File: src/hw/rtl/vtec_pkg.sv
// ----------------------------------------------------------------------------
// vtec_pkg
// Shared types and constants of the VT100 escape cursor engine.
// ----------------------------------------------------------------------------
package vtec_pkg;

  localparam int MAX_ROWS_DEF = 64;
  localparam int MAX_COLS_DEF = 128;
  localparam int QUEUE_DEPTH  = 4;

  localparam logic [6:0]  MAX_ROWS_RST = 7'd16;
  localparam logic [7:0]  MAX_COLS_RST = 8'd21;
  localparam logic [15:0] FG_RST       = 16'hFFFF;
  localparam logic [15:0] BG_RST       = 16'h0000;

  localparam logic [1:0] REG_MAX_ROWS = 2'd0;
  localparam logic [1:0] REG_MAX_COLS = 2'd1;

  localparam logic [7:0] CH_ESC   = 8'd27;
  localparam logic [7:0] CH_CR    = 8'd13;
  localparam logic [7:0] CH_LF    = 8'd10;
  localparam logic [7:0] CH_BS    = 8'd8;
  localparam logic [7:0] CH_SPACE = 8'd32;
  localparam logic [7:0] CH_LBRK  = 8'h5B;
  localparam logic [7:0] CH_SEMI  = 8'h3B;
  localparam logic [7:0] CH_ZERO  = 8'h30;
  localparam logic [7:0] CH_NINE  = 8'h39;

  localparam logic [1:0] CMD_DRAW  = 2'd0;
  localparam logic [1:0] CMD_ERASE = 2'd1;
  localparam logic [1:0] CMD_CLEAR = 2'd2;

  localparam logic [2:0] OP_DRAW  = 3'd0;
  localparam logic [2:0] OP_CR    = 3'd1;
  localparam logic [2:0] OP_LF    = 3'd2;
  localparam logic [2:0] OP_BS    = 3'd3;
  localparam logic [2:0] OP_FINAL = 3'd4;

  typedef struct packed {
    logic [2:0] kind;
    logic [7:0] ch;
    logic       st;
    logic [7:0] p1;
    logic [7:0] p2;
    logic       h1;
    logic       h2;
  } op_t;

  function automatic logic [15:0] color_lut(input logic [2:0] idx);
    logic [15:0] c;
    case (idx)
      3'd0: c = 16'h0000;
      3'd1: c = 16'hF800;
      3'd2: c = 16'h07E0;
      3'd3: c = 16'hFFE0;
      3'd4: c = 16'h001F;
      3'd5: c = 16'hF81F;
      3'd6: c = 16'h07FF;
      default: c = 16'hFFFF;
    endcase
    return c;
  endfunction

endpackage

File: src/hw/rtl/vtec_front.sv
// ----------------------------------------------------------------------------
// vtec_front
// Escape phase tracking and parameter gathering; issues ops to the queue.
// ----------------------------------------------------------------------------
module vtec_front (
  input  logic             clk,
  input  logic             rst,
  input  logic             in_valid,
  input  logic [7:0]       ch,
  input  logic             st,
  output logic             push,
  output vtec_pkg::op_t    op
);
  import vtec_pkg::*;

  localparam logic [1:0] PH_PLAIN = 2'd0;
  localparam logic [1:0] PH_ESC   = 2'd1;
  localparam logic [1:0] PH_CSI   = 2'd2;

  logic [1:0] phase, phase_next;
  logic [1:0] slot, slot_next;
  logic [7:0] p1, p1_next, p2, p2_next;
  logic       h1, h1_next, h2, h2_next;
  logic [11:0] acc;
  logic [7:0]  acc_in;
  logic        is_digit;

  assign is_digit = (ch >= CH_ZERO) && (ch <= CH_NINE);
  assign acc_in   = (slot == 2'd0) ? p1 : p2;
  assign acc      = 12'(acc_in) * 12'd10 + 12'(ch - CH_ZERO);

  always_comb begin
    phase_next = phase;
    slot_next  = slot;
    p1_next    = p1;
    p2_next    = p2;
    h1_next    = h1;
    h2_next    = h2;
    push       = 1'b0;
    op.ch      = ch;
    op.st      = st;
    op.p1      = p1;
    op.p2      = p2;
    op.h1      = h1;
    op.h2      = h2;
    op.kind    = OP_DRAW;
    case (phase)
      PH_CSI: begin
        if (is_digit) begin
          if (slot == 2'd0) begin
            p1_next = (acc > 12'd255) ? 8'd255 : acc[7:0];
            h1_next = 1'b1;
          end else if (slot == 2'd1) begin
            p2_next = (acc > 12'd255) ? 8'd255 : acc[7:0];
            h2_next = 1'b1;
          end
        end else if (ch == CH_SEMI) begin
          if (slot < 2'd2) slot_next = slot + 2'd1;
        end else begin
          phase_next = PH_PLAIN;
          push       = in_valid;
          op.kind    = OP_FINAL;
          slot_next  = 2'd0;
          p1_next    = 8'd0;
          p2_next    = 8'd0;
          h1_next    = 1'b0;
          h2_next    = 1'b0;
        end
      end
      PH_ESC: begin
        phase_next = (ch == CH_LBRK) ? PH_CSI : PH_PLAIN;
        slot_next  = 2'd0;
        p1_next    = 8'd0;
        p2_next    = 8'd0;
        h1_next    = 1'b0;
        h2_next    = 1'b0;
      end
      default: begin
        if (ch == CH_ESC) begin
          phase_next = PH_ESC;
        end else begin
          push = in_valid;
          if (ch == CH_CR) op.kind = OP_CR;
          else if (ch == CH_LF) op.kind = OP_LF;
          else if (ch == CH_BS) op.kind = OP_BS;
          else op.kind = OP_DRAW;
        end
      end
    endcase
  end

  always_ff @(posedge clk) begin
    if (rst) begin
      phase <= PH_PLAIN;
      slot  <= 2'd0;
      p1    <= 8'd0;
      p2    <= 8'd0;
      h1    <= 1'b0;
      h2    <= 1'b0;
    end else if (in_valid) begin
      phase <= phase_next;
      slot  <= slot_next;
      p1    <= p1_next;
      p2    <= p2_next;
      h1    <= h1_next;
      h2    <= h2_next;
    end
  end

endmodule

File: src/hw/rtl/vtec_queue.sv
// ----------------------------------------------------------------------------
// vtec_queue
// Small FIFO of ops between the front and back parts.
// ----------------------------------------------------------------------------
module vtec_queue (
  input  logic          clk,
  input  logic          rst,
  input  logic          push,
  input  vtec_pkg::op_t wr_op,
  input  logic          pop,
  output vtec_pkg::op_t rd_op,
  output logic          not_empty,
  output logic          full
);
  import vtec_pkg::*;

  localparam int AW = $clog2(QUEUE_DEPTH);

  op_t         mem [QUEUE_DEPTH];
  logic [AW-1:0] wr_ptr, rd_ptr;
  logic [AW:0]   count;

  assign not_empty = (count != '0);
  assign full      = (count == (AW+1)'(QUEUE_DEPTH));
  assign rd_op     = mem[rd_ptr];

  always_ff @(posedge clk) begin
    if (push) mem[wr_ptr] <= wr_op;
  end

  always_ff @(posedge clk) begin
    if (rst) begin
      wr_ptr <= '0;
      rd_ptr <= '0;
      count  <= '0;
    end else begin
      if (push) wr_ptr <= wr_ptr + 1'b1;
      if (pop) rd_ptr <= rd_ptr + 1'b1;
      count <= count + (AW+1)'(push) - (AW+1)'(pop);
    end
  end

endmodule

File: src/hw/rtl/vtec_back.sv
// ----------------------------------------------------------------------------
// vtec_back
// Executes ops: cursor, saved cursor, wrap, colors; registers the commands.
// ----------------------------------------------------------------------------
module vtec_back (
  input  logic          clk,
  input  logic          rst,
  input  logic [7:0]    rows,
  input  logic [7:0]    cols,
  input  vtec_pkg::op_t op,
  input  logic          op_valid,
  output logic          pop,
  output logic          m_tvalid,
  input  logic          m_tready,
  output logic [63:0]   m_tdata,
  output logic          m_tuser
);
  import vtec_pkg::*;

  logic [7:0]  crow, ccol, srow, scol, row_c, col_c;
  logic [7:0]  row_n, col_n, srow_n, scol_n, n;
  logic [8:0]  row_add, col_add;
  logic        wrap, wrap_n;
  logic [15:0] fg, bg, fg_n, bg_n;
  logic        emit;
  logic [1:0]  e_cmd;
  logic [7:0]  e_row, e_cs, e_ce, e_gl;
  logic        c1_ok;

  assign pop   = op_valid && (!m_tvalid || m_tready);
  assign row_c = (crow >= rows) ? rows - 8'd1 : crow;
  assign col_c = (ccol >= cols) ? cols - 8'd1 : ccol;
  assign n     = op.h1 ? op.p1 : 8'd1;
  assign row_add = {1'b0, row_c} + {1'b0, n};
  assign col_add = {1'b0, col_c} + {1'b0, n};
  assign c1_ok = op.h1 && (op.p1 >= 8'd30) && (op.p1 <= 8'd47);

  always_comb begin
    row_n  = row_c;
    col_n  = col_c;
    srow_n = srow;
    scol_n = scol;
    wrap_n = wrap;
    fg_n   = fg;
    bg_n   = bg;
    emit   = 1'b0;
    e_cmd  = CMD_DRAW;
    e_row  = row_c;
    e_cs   = col_c;
    e_ce   = cols;
    e_gl   = CH_SPACE;
    case (op.kind)
      OP_CR: col_n = 8'd0;
      OP_LF: if ({1'b0, row_c} + 9'd1 < {1'b0, rows}) row_n = row_c + 8'd1;
      OP_BS: if (col_c != 8'd0) col_n = col_c - 8'd1;
      OP_FINAL: begin
        case (op.ch)
          "h": if (op.h1 && op.p1 == 8'd7) wrap_n = 1'b1;
          "l": if (op.h1 && op.p1 == 8'd7) wrap_n = 1'b0;
          "H", "f": begin
            if (op.h1 && op.p1 < rows) row_n = op.p1;
            if (op.h2 && op.p2 < cols) col_n = op.p2;
            if (!op.h1 && !op.h2) begin
              row_n = 8'd0;
              col_n = 8'd0;
            end
          end
          "A": row_n = (n > row_c) ? 8'd0 : row_c - n;
          "B": row_n = (row_add >= {1'b0, rows}) ? rows - 8'd1 : row_add[7:0];
          "C": col_n = (col_add >= {1'b0, cols}) ? cols - 8'd1 : col_add[7:0];
          "D": col_n = (n > col_c) ? 8'd0 : col_c - n;
          "s": begin
            srow_n = row_c;
            scol_n = col_c;
          end
          "u": begin
            row_n = (srow >= rows) ? rows - 8'd1 : srow;
            col_n = (scol >= cols) ? cols - 8'd1 : scol;
          end
          "K": begin
            emit  = 1'b1;
            e_cmd = CMD_ERASE;
            if (op.h1 && op.p1 == 8'd1) begin
              e_cs = 8'd0;
              e_ce = col_c;
            end else if (op.h1 && op.p1 == 8'd2) begin
              e_cs = 8'd0;
            end
          end
          "J": if (op.h1 && op.p1 == 8'd2) begin
            emit  = 1'b1;
            e_cmd = CMD_CLEAR;
            e_row = 8'd0;
            e_cs  = 8'd0;
            e_ce  = 8'd0;
            row_n = 8'd0;
            col_n = 8'd0;
          end
          "m": if (c1_ok) begin
            if (op.p1 <= 8'd37) fg_n = color_lut(op.p1[2:0] - 3'd6);
            else if (op.p1 >= 8'd40) bg_n = color_lut(op.p1[2:0]);
            if (op.h2 && op.p2 >= 8'd30 && op.p2 <= 8'd37)
              fg_n = color_lut(op.p2[2:0] - 3'd6);
            else if (op.h2 && op.p2 >= 8'd40 && op.p2 <= 8'd47)
              bg_n = color_lut(op.p2[2:0]);
          end
          default: ;
        endcase
      end
      default: begin
        emit  = 1'b1;
        e_ce  = col_c + 8'd1;
        e_gl  = op.ch;
        if ({1'b0, col_c} + 9'd1 >= {1'b0, cols}) begin
          if (wrap) begin
            col_n = 8'd0;
            if ({1'b0, row_c} + 9'd1 < {1'b0, rows}) row_n = row_c + 8'd1;
          end
        end else begin
          col_n = col_c + 8'd1;
        end
      end
    endcase
  end

  always_ff @(posedge clk) begin
    if (rst) begin
      crow     <= 8'd0;
      ccol     <= 8'd0;
      srow     <= 8'd0;
      scol     <= 8'd0;
      wrap     <= 1'b0;
      fg       <= FG_RST;
      bg       <= BG_RST;
      m_tvalid <= 1'b0;
    end else begin
      if (pop) begin
        crow <= row_n;
        ccol <= col_n;
        srow <= srow_n;
        scol <= scol_n;
        wrap <= wrap_n;
        fg   <= fg_n;
        bg   <= bg_n;
      end
      if (pop && emit) m_tvalid <= 1'b1;
      else if (m_tready) m_tvalid <= 1'b0;
    end
  end

  always_ff @(posedge clk) begin
    if (pop && emit) begin
      m_tdata <= {bg, fg, e_gl, e_ce, e_cs, e_row[5:0], e_cmd};
      m_tuser <= op.st;
    end
  end

endmodule

File: src/hw/rtl/vt100_escape_cursor_engine.sv
// ----------------------------------------------------------------------------
// vt100_escape_cursor_engine
// Character stream to draw / erase / clear commands with VT100 escapes.
// ----------------------------------------------------------------------------
// Input stream s_*: one byte per beat, tdata = char_code, tuser = see_through.
// Output stream m_*: one beat per drawn byte (not ESC/CR/LF/BS), K sequence or 2J.
//   tdata = command, row, col_start, col_end, glyph, fg_color, bg_color;
//   tuser = see_through_out.
// Config port: cfg_we / cfg_index / cfg_wdata, index 0 max_rows, 1 max_cols;
//   indexes 2 and 3 are not stored; write only while idle.
// Throughput: the front parser takes one byte per cycle while the op queue has
// room; the back unit retires one op per cycle while the output is not stalled.
// With the queue empty, an accepted byte is written into the op queue and its
// command beat is registered on the output when the back unit retires the op.
// A stalled output holds its beat; the back unit stops, the queue
// fills, and s_tready drops once four ops are waiting.
// Reset clears the parser, the cursor, wrap and queue, loads default colors.
// ----------------------------------------------------------------------------
module vt100_escape_cursor_engine #(
  parameter int MAX_ROWS = vtec_pkg::MAX_ROWS_DEF,
  parameter int MAX_COLS = vtec_pkg::MAX_COLS_DEF
) (
  input  logic        clk,
  input  logic        rst,
  input  logic        s_tvalid,
  output logic        s_tready,
  input  logic [7:0]  s_tdata,   // char_code
  input  logic        s_tuser,   // see_through
  output logic        m_tvalid,
  input  logic        m_tready,
  output logic [63:0] m_tdata,   // command, row, col_start, col_end, glyph, fg, bg
  output logic        m_tuser,   // see_through_out
  input  logic        cfg_we,
  input  logic [1:0]  cfg_index,
  input  logic [15:0] cfg_wdata
);
  import vtec_pkg::*;

  localparam logic [7:0] ROWS_LIM = 8'(MAX_ROWS);
  localparam logic [7:0] COLS_LIM = 8'(MAX_COLS);

  logic [6:0] max_rows;
  logic [7:0] max_cols;
  logic [7:0] rows, cols;
  logic       push, pop, q_ne, q_full;
  op_t        f_op, q_op;

  always_ff @(posedge clk) begin
    if (rst) begin
      max_rows <= MAX_ROWS_RST;
      max_cols <= MAX_COLS_RST;
    end else if (cfg_we) begin
      if (cfg_index == REG_MAX_ROWS) max_rows <= cfg_wdata[6:0];
      if (cfg_index == REG_MAX_COLS) max_cols <= cfg_wdata[7:0];
    end
  end

  assign rows = (max_rows == 7'd0) ? 8'd1 :
                ({1'b0, max_rows} > ROWS_LIM) ? ROWS_LIM : {1'b0, max_rows};
  assign cols = (max_cols == 8'd0) ? 8'd1 : (max_cols > COLS_LIM) ? COLS_LIM : max_cols;

  assign s_tready = !q_full;

  vtec_front u_front (
    .clk(clk), .rst(rst), .in_valid(s_tvalid && s_tready),
    .ch(s_tdata), .st(s_tuser), .push(push), .op(f_op)
  );

  vtec_queue u_queue (
    .clk(clk), .rst(rst), .push(push), .wr_op(f_op), .pop(pop),
    .rd_op(q_op), .not_empty(q_ne), .full(q_full)
  );

  vtec_back u_back (
    .clk(clk), .rst(rst), .rows(rows), .cols(cols), .op(q_op), .op_valid(q_ne),
    .pop(pop), .m_tvalid(m_tvalid), .m_tready(m_tready), .m_tdata(m_tdata),
    .m_tuser(m_tuser)
  );

`ifndef SYNTHESIS
  a_stall_holds: assert property (@(posedge clk) disable iff (rst)
    m_tvalid && !m_tready |=> m_tvalid && $stable(m_tdata))
    else $error("output beat lost under stall");
  a_cmd_legal: assert property (@(posedge clk) disable iff (rst)
    m_tvalid |-> m_tdata[1:0] != 2'd3)
    else $error("illegal command code");
  a_no_pop_stalled: assert property (@(posedge clk) disable iff (rst)
    m_tvalid && !m_tready |-> !pop)
    else $error("op retired while output stalled");
  a_push_room: assert property (@(posedge clk) disable iff (rst)
    push |-> !q_full)
    else $error("push into full queue");
`endif

endmodule

File: config.mk
export PLATFORM = sky130hd
export DESIGN_NAME = vt100_escape_cursor_engine
export DESIGN_NICKNAME = d
export VERILOG_FILES = /design/src/hw/rtl/vtec_pkg.sv /design/src/hw/rtl/vtec_front.sv /design/src/hw/rtl/vtec_queue.sv /design/src/hw/rtl/vtec_back.sv /design/src/hw/rtl/vt100_escape_cursor_engine.sv
export SDC_FILE = /design/constraint.sdc
export NUM_CORES = 1
export LEC_CHECK = 0
export BUFFER_PORTS_ARGS = -buffer_cell sky130_fd_sc_hd__buf_4
export CAP_MARGIN = 20
export CORE_ASPECT_RATIO = 0.9
export CORE_MARGIN = 10
export CORE_UTILIZATION = 35
export DETAILED_ROUTE_END_ITERATION = 16
export SLEW_MARGIN = 20
export SYNTH_ARGS = -nofsm -noshare
export SYNTH_HDL_FRONTEND = slang
export SYNTH_SLANG_ARGS = --single-unit
File: constraint.sdc
create_clock -name clk -period 8.56 [get_ports clk]
set_input_delay 1.284 -clock clk [delete_from_list [all_inputs] [get_ports clk]]
set_output_delay 1.284 -clock clk [all_outputs]
set_load 0.02 [all_outputs]
# Word level (Yosys, flattened, before mapping)

Memory sizes are Yosys's and may differ from the RTL's. A register that Yosys moved wholly into a read port is not among the register bits.
Index checks and enable logic that the tools add are counted.

Register bits after elaboration: 175
Bits in latches: 0
Bits in writable memories: 120
Bits in read-only memories: 0
Bits of input ports: 32
Output and inout port bits: 67
Logic and storage cells: 285
Memories: 1

Memory list:

| name        | depth | bits a word | read ports | clocked after memory_dff | write ports | line             | RTL |
|---|---|---|---|---|---|---|---|
| u_queue.mem | 4     | 30          | 1          | 1                        | 1           | vtec_queue.sv:19 | `op_t mem [QUEUE_DEPTH];` |

$add $sub $neg: 20
Multipliers: 1
Divide/modulo/power cells: 0
$lt $le $gt $ge: 26
Equality and inequality tests: 64
Shift operators: 0
Mux-type cells: 100
Bitwise operators: 0
Reductions and logical operators: 50

Operators by type and width:

| operator                                            | number |
|---|---|
| one-hot mux 16 bit (7 select lines)                 | 4 |
| two-way mux 8 bit                                   | 35 |
| == test 8 x 7 -> 1 bit, second input constant       | 14 |
| two-way mux 16 bit                                  | 6 |
| one-hot mux 8 bit (2 select lines)                  | 5 |
| one-hot mux 8 bit (5 select lines)                  | 2 |
| == test 3 bit, second input constant                | 14 |
| <= comparator 8 x 6 -> 1 bit, second input constant | 5 |
| one-hot mux 8 bit (4 select lines)                  | 1 |
| == test 3 x 2 -> 1 bit, second input constant       | 10 |
| == test 8 x 4 -> 1 bit, second input constant       | 3 |
| >= comparator 8 x 6 -> 1 bit, second input constant | 3 |
| one-hot mux 8 bit (3 select lines)                  | 1 |
| two-way mux 2 bit                                   | 11 |
| adder 8 x 1 -> 9 bit, second input constant         | 2 |
| adder 8 x 8 -> 9 bit                                | 2 |
| >= comparator 9 x 8 -> 1 bit                        | 2 |
| adder 8 x 1 -> 8 bit, second input constant         | 2 |
| >= comparator 8 x 5 -> 1 bit, second input constant | 2 |
| >= comparator 8 x 7 -> 1 bit                        | 2 |
| >= comparator 8 bit                                 | 2 |
| > comparator 8 bit                                  | 2 |
| logical AND 1 bit                                   | 16 |
| two-way mux 1 bit                                   | 16 |
| other kinds (52)                                    | 99 |

# Depth between registers and ports, before layout

Word-level depth: 11
Gate-level depth with buffers: 29
Depth with buffers taken out: 25

# Modules after synthesis

From an unflattened synthesis, not the netlist that was laid out.

Cells, all modules: 1,758
Area total of the unflattened synthesis: 17,900.9 um^2

By module, submodules not included:

| module                     | instances | cells each | area an instance (um^2) | seq. area each (um^2) |
|---|---|---|---|---|
| vtec_back                  | 1         | 1,194      | 9,975.8                 | 2,622.5 |
| vtec_queue                 | 1         | 198        | 4,768.3                 | 3,783.6 |
| vtec_front                 | 1         | 282        | 2,373.5                 | 440.4 |
| vt100_escape_cursor_engine | 1         | 84         | 783.3                   | 300.3 |

# Least setup slack after synthesis

OpenSTA, ideal clock, no wires.

Kind: reg2reg
Start: register max_cols[4]
End: register u_back.ccol[5]
Setup time: 0.101 ns
Data arrival time: 6.458 ns
Data required time: 8.459 ns
Setup slack: 2.001 ns
Cell stages (with the launch flop): 28
Path buffers: 3
Clock period less this slack: 6.559 ns
Cell sequence: dfxtp_1 nor4_1 a21o_1 ha_1 nand2b_1 a2111oi_2 o31ai_1 clkbuf_1 clkbuf_1 o21ai_0 inv_1 ha_1 nor2b_1 o21bai_1 o221a_2 o21ba_2 o21bai_1 xnor2_1 ha_1 nand3_1 o221ai_1 a211o_1 clkbuf_1 mux2i_1 o22a_1 o2111ai_1 a22oi_1 o41ai_1

Longest elaborated chain between the ends: 10
Elaborated cells between the ends (all ways): 30
Classes of those cells: add/sub (6); order compare (7); mux (14); reduce/logical (3)

Ends and longest elaborated chain:

| what                                                                    | line                             | RTL |
|---|---|---|
| from (decl)                                                             | vt100_escape_cursor_engine.sv:43 | `logic [7:0] max_cols;` |
| from (signal assigned)                                                  | vt100_escape_cursor_engine.sv:54 | `if (cfg_index == REG_MAX_COLS) max_cols <= cfg_wdata[7:0];` |
| > comparator 8 bit                                                      | vt100_escape_cursor_engine.sv:60 | `assign cols = (max_cols == 8'd0) ? 8'd1 : (max_cols > COLS_LIM) ? COLS_LIM : max_cols;` |
| two-way mux 8 bit                                                       | vt100_escape_cursor_engine.sv:60 |  |
| two-way mux 8 bit *                                                     | vt100_escape_cursor_engine.sv:60 |  |
| subtractor 8 x 1 -> 8 bit / >= comparator 8 bit (equally long branches) | vtec_back.sv:32                  | `assign col_c = (ccol >= cols) ? cols - 8'd1 : ccol;` |
| two-way mux 8 bit *                                                     | vtec_back.sv:32                  |  |
| via u_back.col_c[1]                                                     | vtec_back.sv:20                  | `logic [7:0] crow, ccol, srow, scol, row_c, col_c;` |
| adder 8 x 8 -> 9 bit                                                    | vtec_back.sv:35                  | `assign col_add = {1'b0, col_c} + {1'b0, n};` |
| >= comparator 9 x 8 -> 1 bit                                            | vtec_back.sv:70                  | `"C": col_n = (col_add >= {1'b0, cols}) ? cols - 8'd1 : col_add[7:0];` |
| two-way mux 8 bit                                                       | vtec_back.sv:70                  |  |
| one-hot mux 8 bit (5 select lines)                                      | vtec_back.sv:57                  | `case (op.ch)` |
| one-hot mux 8 bit (4 select lines) *                                    | vtec_back.sv:52                  | `case (op.kind)` |
| to (signal assigned)                                                    | vtec_back.sv:139                 | `ccol <= col_n;` |
| to (decl)                                                               | vtec_back.sv:20                  |  |

The timed path passes the listed nets; every way through them passes the cells marked *.
A chain may end at the register's enable or synchronous reset.

# Worst setup path in the final report

Start: register max_cols[7]
End: register u_back.ccol[5]

The elaborated chain is that of the path after synthesis.

==> run_results.csv <==
group,metric,value,unit
drt,wl_met1,24200,microns
drt,met3_length,3390,microns
critical_path,start_kind,"register",
critical_path,rr_startpoint,"max_cols[7]",
floorplanning,core,48200,sq um
power,pwr-share-seq,23.2,%
min_path,holdPathEnd,"u_back.m_tdata[61]",
global_route,grt_antenna_before_repair,0,
clock_tree,cts_made_buffers,30,
critical_path,reg2reg_depth,23,
min_path,holdPathStages,0,
global_route,grt_max_degree,65,
floorplanning,start_util,35.7,%
drt,postRouteWirelength,53200,microns
final_layout,area_growth,13.6,%
drt,drc,0,
clock_tree,cts_resized,0,
clock_tree,cts_tree,"done",
drt,drt-pass1-iter-count,8,
power,p_leak,0.00740,uW
floorplanning,ios,99,
clock_tree,path_clk_slew,60,ps
synthesis,async_flop_share,0,%
power,ir_worst_vdd,179,uV
timing,maxClockFrequency,134,MHz
critical_path,reg2reg_to,"u_back.ccol[5]",
synthesis,yosys-top-cells-count,"edfxtp_1, nor2_1, ha_1",
synthesis,yosysUniqueCellTypes,93,
timing,tightest_slew,1050,ps
timing,setup-violations-final,0,
timing,finalClockSkew,16.5,ps
timing,hold_ws,431,ps
power,netSwitchingPower,3760,uW
global_route,grt_overflow_total,0,
synthesis,synth_top_cell_area_share,30.1,%
drt,detail_route.wl_per_cell,21.8,microns
synthesis,synth_warnings,0,
final_layout,antennaDiodeCount,0,
power,switching_share,47.1,%
placed_design,dpl_worst_slack,1270,ps
timing,relSlewSlack,29.7,%
power,internal_power,4220,uW
critical_path,critical_path_arrival,7970,ps
final_layout,fin_cells,2436,
clock_tree,htree_levels,1,
drt,dr_wl_met2,24200,microns
drt,routed.top_layer,"met4",
synthesis,synthMostInstantiatedCell,"edfxtp_1",
drt,via_per_inst,5.70,
drt,drtAntennaViolNets,0,
clock_tree,hold_buffers,0,
global_route,grt_first_pass_wirelength,81400,microns
power,pwr-share-comb,61.3,%
global_route,first_global_vias,13500,
power,p_clk_share,15.4,%
min_path,min_from,"u_back.bg[13]",
drt,drt_iter0_markers,1286,
flow_run,maxCapViolCount,0,
synthesis,synth_area,17200,sq um
synthesis,synthFlopType,"edfxtp_1",
critical_path,crit_path_end_kind,"register",
power,pwr_density_cell,409,nW/um^2
timing,rsz0062_at_grt,"no",
floorplanning,rows,76,
timing,setup-tns-final,0,ps
outcome,status,"finished clean",
clock_tree,cts.sinks,271,
critical_path,critical_path_required,9040,ps
timing,final_max_slew_viol_count,0,
timing,period_minus_slack,7490,ps
clock_tree,clk_root_buffer_cell,"clkbuf_16",
placed_design,dp.cells,2380,
critical_path,critPathMaxFanout,13,
global_route,grtUsageTotal,17.8,%
synthesis,ys_seq_area_share,41.6,%
synthesis,synthCells,1704,
timing,hold_viol_final,0,
clock_tree,cts_buffer_depth,3,
critical_path,path_class,"reg -> reg",
timing,fin_crit_sh,87.5,%
floorplanning,fp.dieH,230,microns
final_layout,postLayoutCoreUtil,40.5,%
final_layout,finalNetCount,1975,
synthesis,synth_edf_count,172,
synthesis,ys_seq_elements,271,
placed_design,gp_congestion,0.989,
synthesis,yosysTopAreaCell,"edfxtp_1",
clock_tree,post_cts_buffers,0,
drt,via_count,13900,
clock_tree,clk_latency,580,ps
floorplanning,dieArea,58400,sq um
critical_path,reg2reg_slack,1070,ps
placed_design,port_buffers,90,
synthesis,synthTopCellsByArea,"edfxtp_1, dfxtp_1, ha_1, mux4_2, nor2_1",
synthesis,syn_avg_cell_area,10.1,sq um
floorplanning,die_x,254,microns
final_layout,layout-drive-gt1-share,14.2,%
placed_design,place_hpwl,39300,microns
min_path,worstHoldPathType,"reg -> reg",
timing,worst_slack,1070,ps
[registers in the layout, indices dropped and copies added (netlist names), 2 cells and up, named ones only]
name            flops
u_queue.mem       120
u_back.m_tdata     51
u_back.bg          16
max_cols            8
u_back.ccol         8
u_back.crow         8
u_back.scol         8
u_back.srow         8
u_front.p1          8
u_front.p2          8
max_rows            7
u_back.fg           3
u_queue.count       3
u_front.phase       2
u_front.slot        2
u_queue.rd_ptr      2
u_queue.wr_ptr      2
[per-stage QoR]
stage | power [uW] | cell area, sq um
after floorplan | 5160 | 17200
after global placement | 6630 | 18600
after detailed placement | 6700 | 18600
after CTS | 7950 | 19500
after global routing | 8560 | 19500
final | 7990 | 19500
[kinds of logic (layout without fill, tap and decap cells)]
logic type / Yosys count / after routing / share of synthesized area (%)
other: 1 / 2 / 0.0218
AND/OR/NAND/NOR: 557 / 557 / 16.1
XOR/XNOR: 57 / 57 / 2.90
flip-flops: 271 / 271 / 41.6
AO/OA/AOI/OAI: 409 / 409 / 16.0
adder cells (fa/ha/maj): 155 / 155 / 11.6
buffers and inverters: 159 / 266 / 4.00
multiplexers: 95 / 95 / 7.80
[worst max-delay path, stage by stage (launching register included)]
cell and delay [ps]:
dfxtp_1 580, clkinv_1 550, nand2_1 580, ha_1 220, nand4_1 170, o31ai_2 910
buf_4 350, mux2i_1 300, inv_1 140, ha_1 420, o21bai_1 230, o221a_2 280
o21ba_2 200, o21bai_1 140, xnor2_1 120, ha_1 200, a211oi_1 310, o221ai_1 210
a211o_1 460, mux2i_1 180, o22a_1 240, o2111ai_1 130, a22oi_1 130, o41ai_1 310
[worst max-delay path by stage]
stage                startpoint  slack, ps              to  cells after the start
detailed placement  max_cols[7]       1270  u_back.ccol[5]                     23
finish              max_cols[7]       1070  u_back.ccol[5]                     23
global route        max_cols[7]        690  u_back.ccol[5]                     23
global placement    max_cols[7]       1410  u_back.ccol[5]                     23
CTS                 max_cols[7]       1240  u_back.ccol[5]                     23
floorplan           max_cols[4]       2000  u_back.ccol[5]                     27
[power by group through the flow]
stage / logic, uW / clock network [uW] / registers (uW)
CTS: 4830 / 1260 / 1860
global route: 5360 / 1320 / 1880
floorplan: 3160 / 0 / 2000
detailed placement: 4810 / 0 / 1880
finish: 4900 / 1230 / 1860
global placement: 4750 / 0 / 1880
[final cells by class]
| type | instances | area [sq um] |
|---|---|---|
| Multi-Input combinational cell | 1275 | 9390 |
| Sequential cell | 271 | 7150 |
| Inverter | 82 | 308 |
| Clock inverter | 14 | 130 |
| Clock buffer | 42 | 806 |
| Tap cell | 624 | 781 |
| Fill cell | 4633 | 28700 |
| Timing Repair Buffer | 128 | 958 |
[cell usage in the layout (no fill, tap or decap), types with 15 or more instances in the layout]
master	Yosys	routed
a2111oi_0	16	16
a211oi_1	19	19
a21oi_1	105	105
a22oi_1	22	22
and2_1	15	15
buf_4	13	127
clkbuf_16	0	30
dfxtp_1	99	98
edfxtp_1	172	172
ha_1	148	148
inv_1	81	80
mux2i_1	53	53
mux4_2	30	30
nand2_1	136	136
nand2b_1	26	26
nand3_1	41	41
nand4_1	21	21
nor2_1	171	171
nor2b_1	25	25
nor3_1	40	40
o21a_1	15	15
o21ai_0	77	77
xnor2_1	42	41
[routing by layer]
layer | vias up | GRT usage, %
li1 | 6541 | -
met5 | - | 0
met3 | 103 | 2.92
met2 | 458 | 28.5
met4 | 0 | 4.85
met1 | 6783 | 24.3
Power figures use the tool's default switching activity.
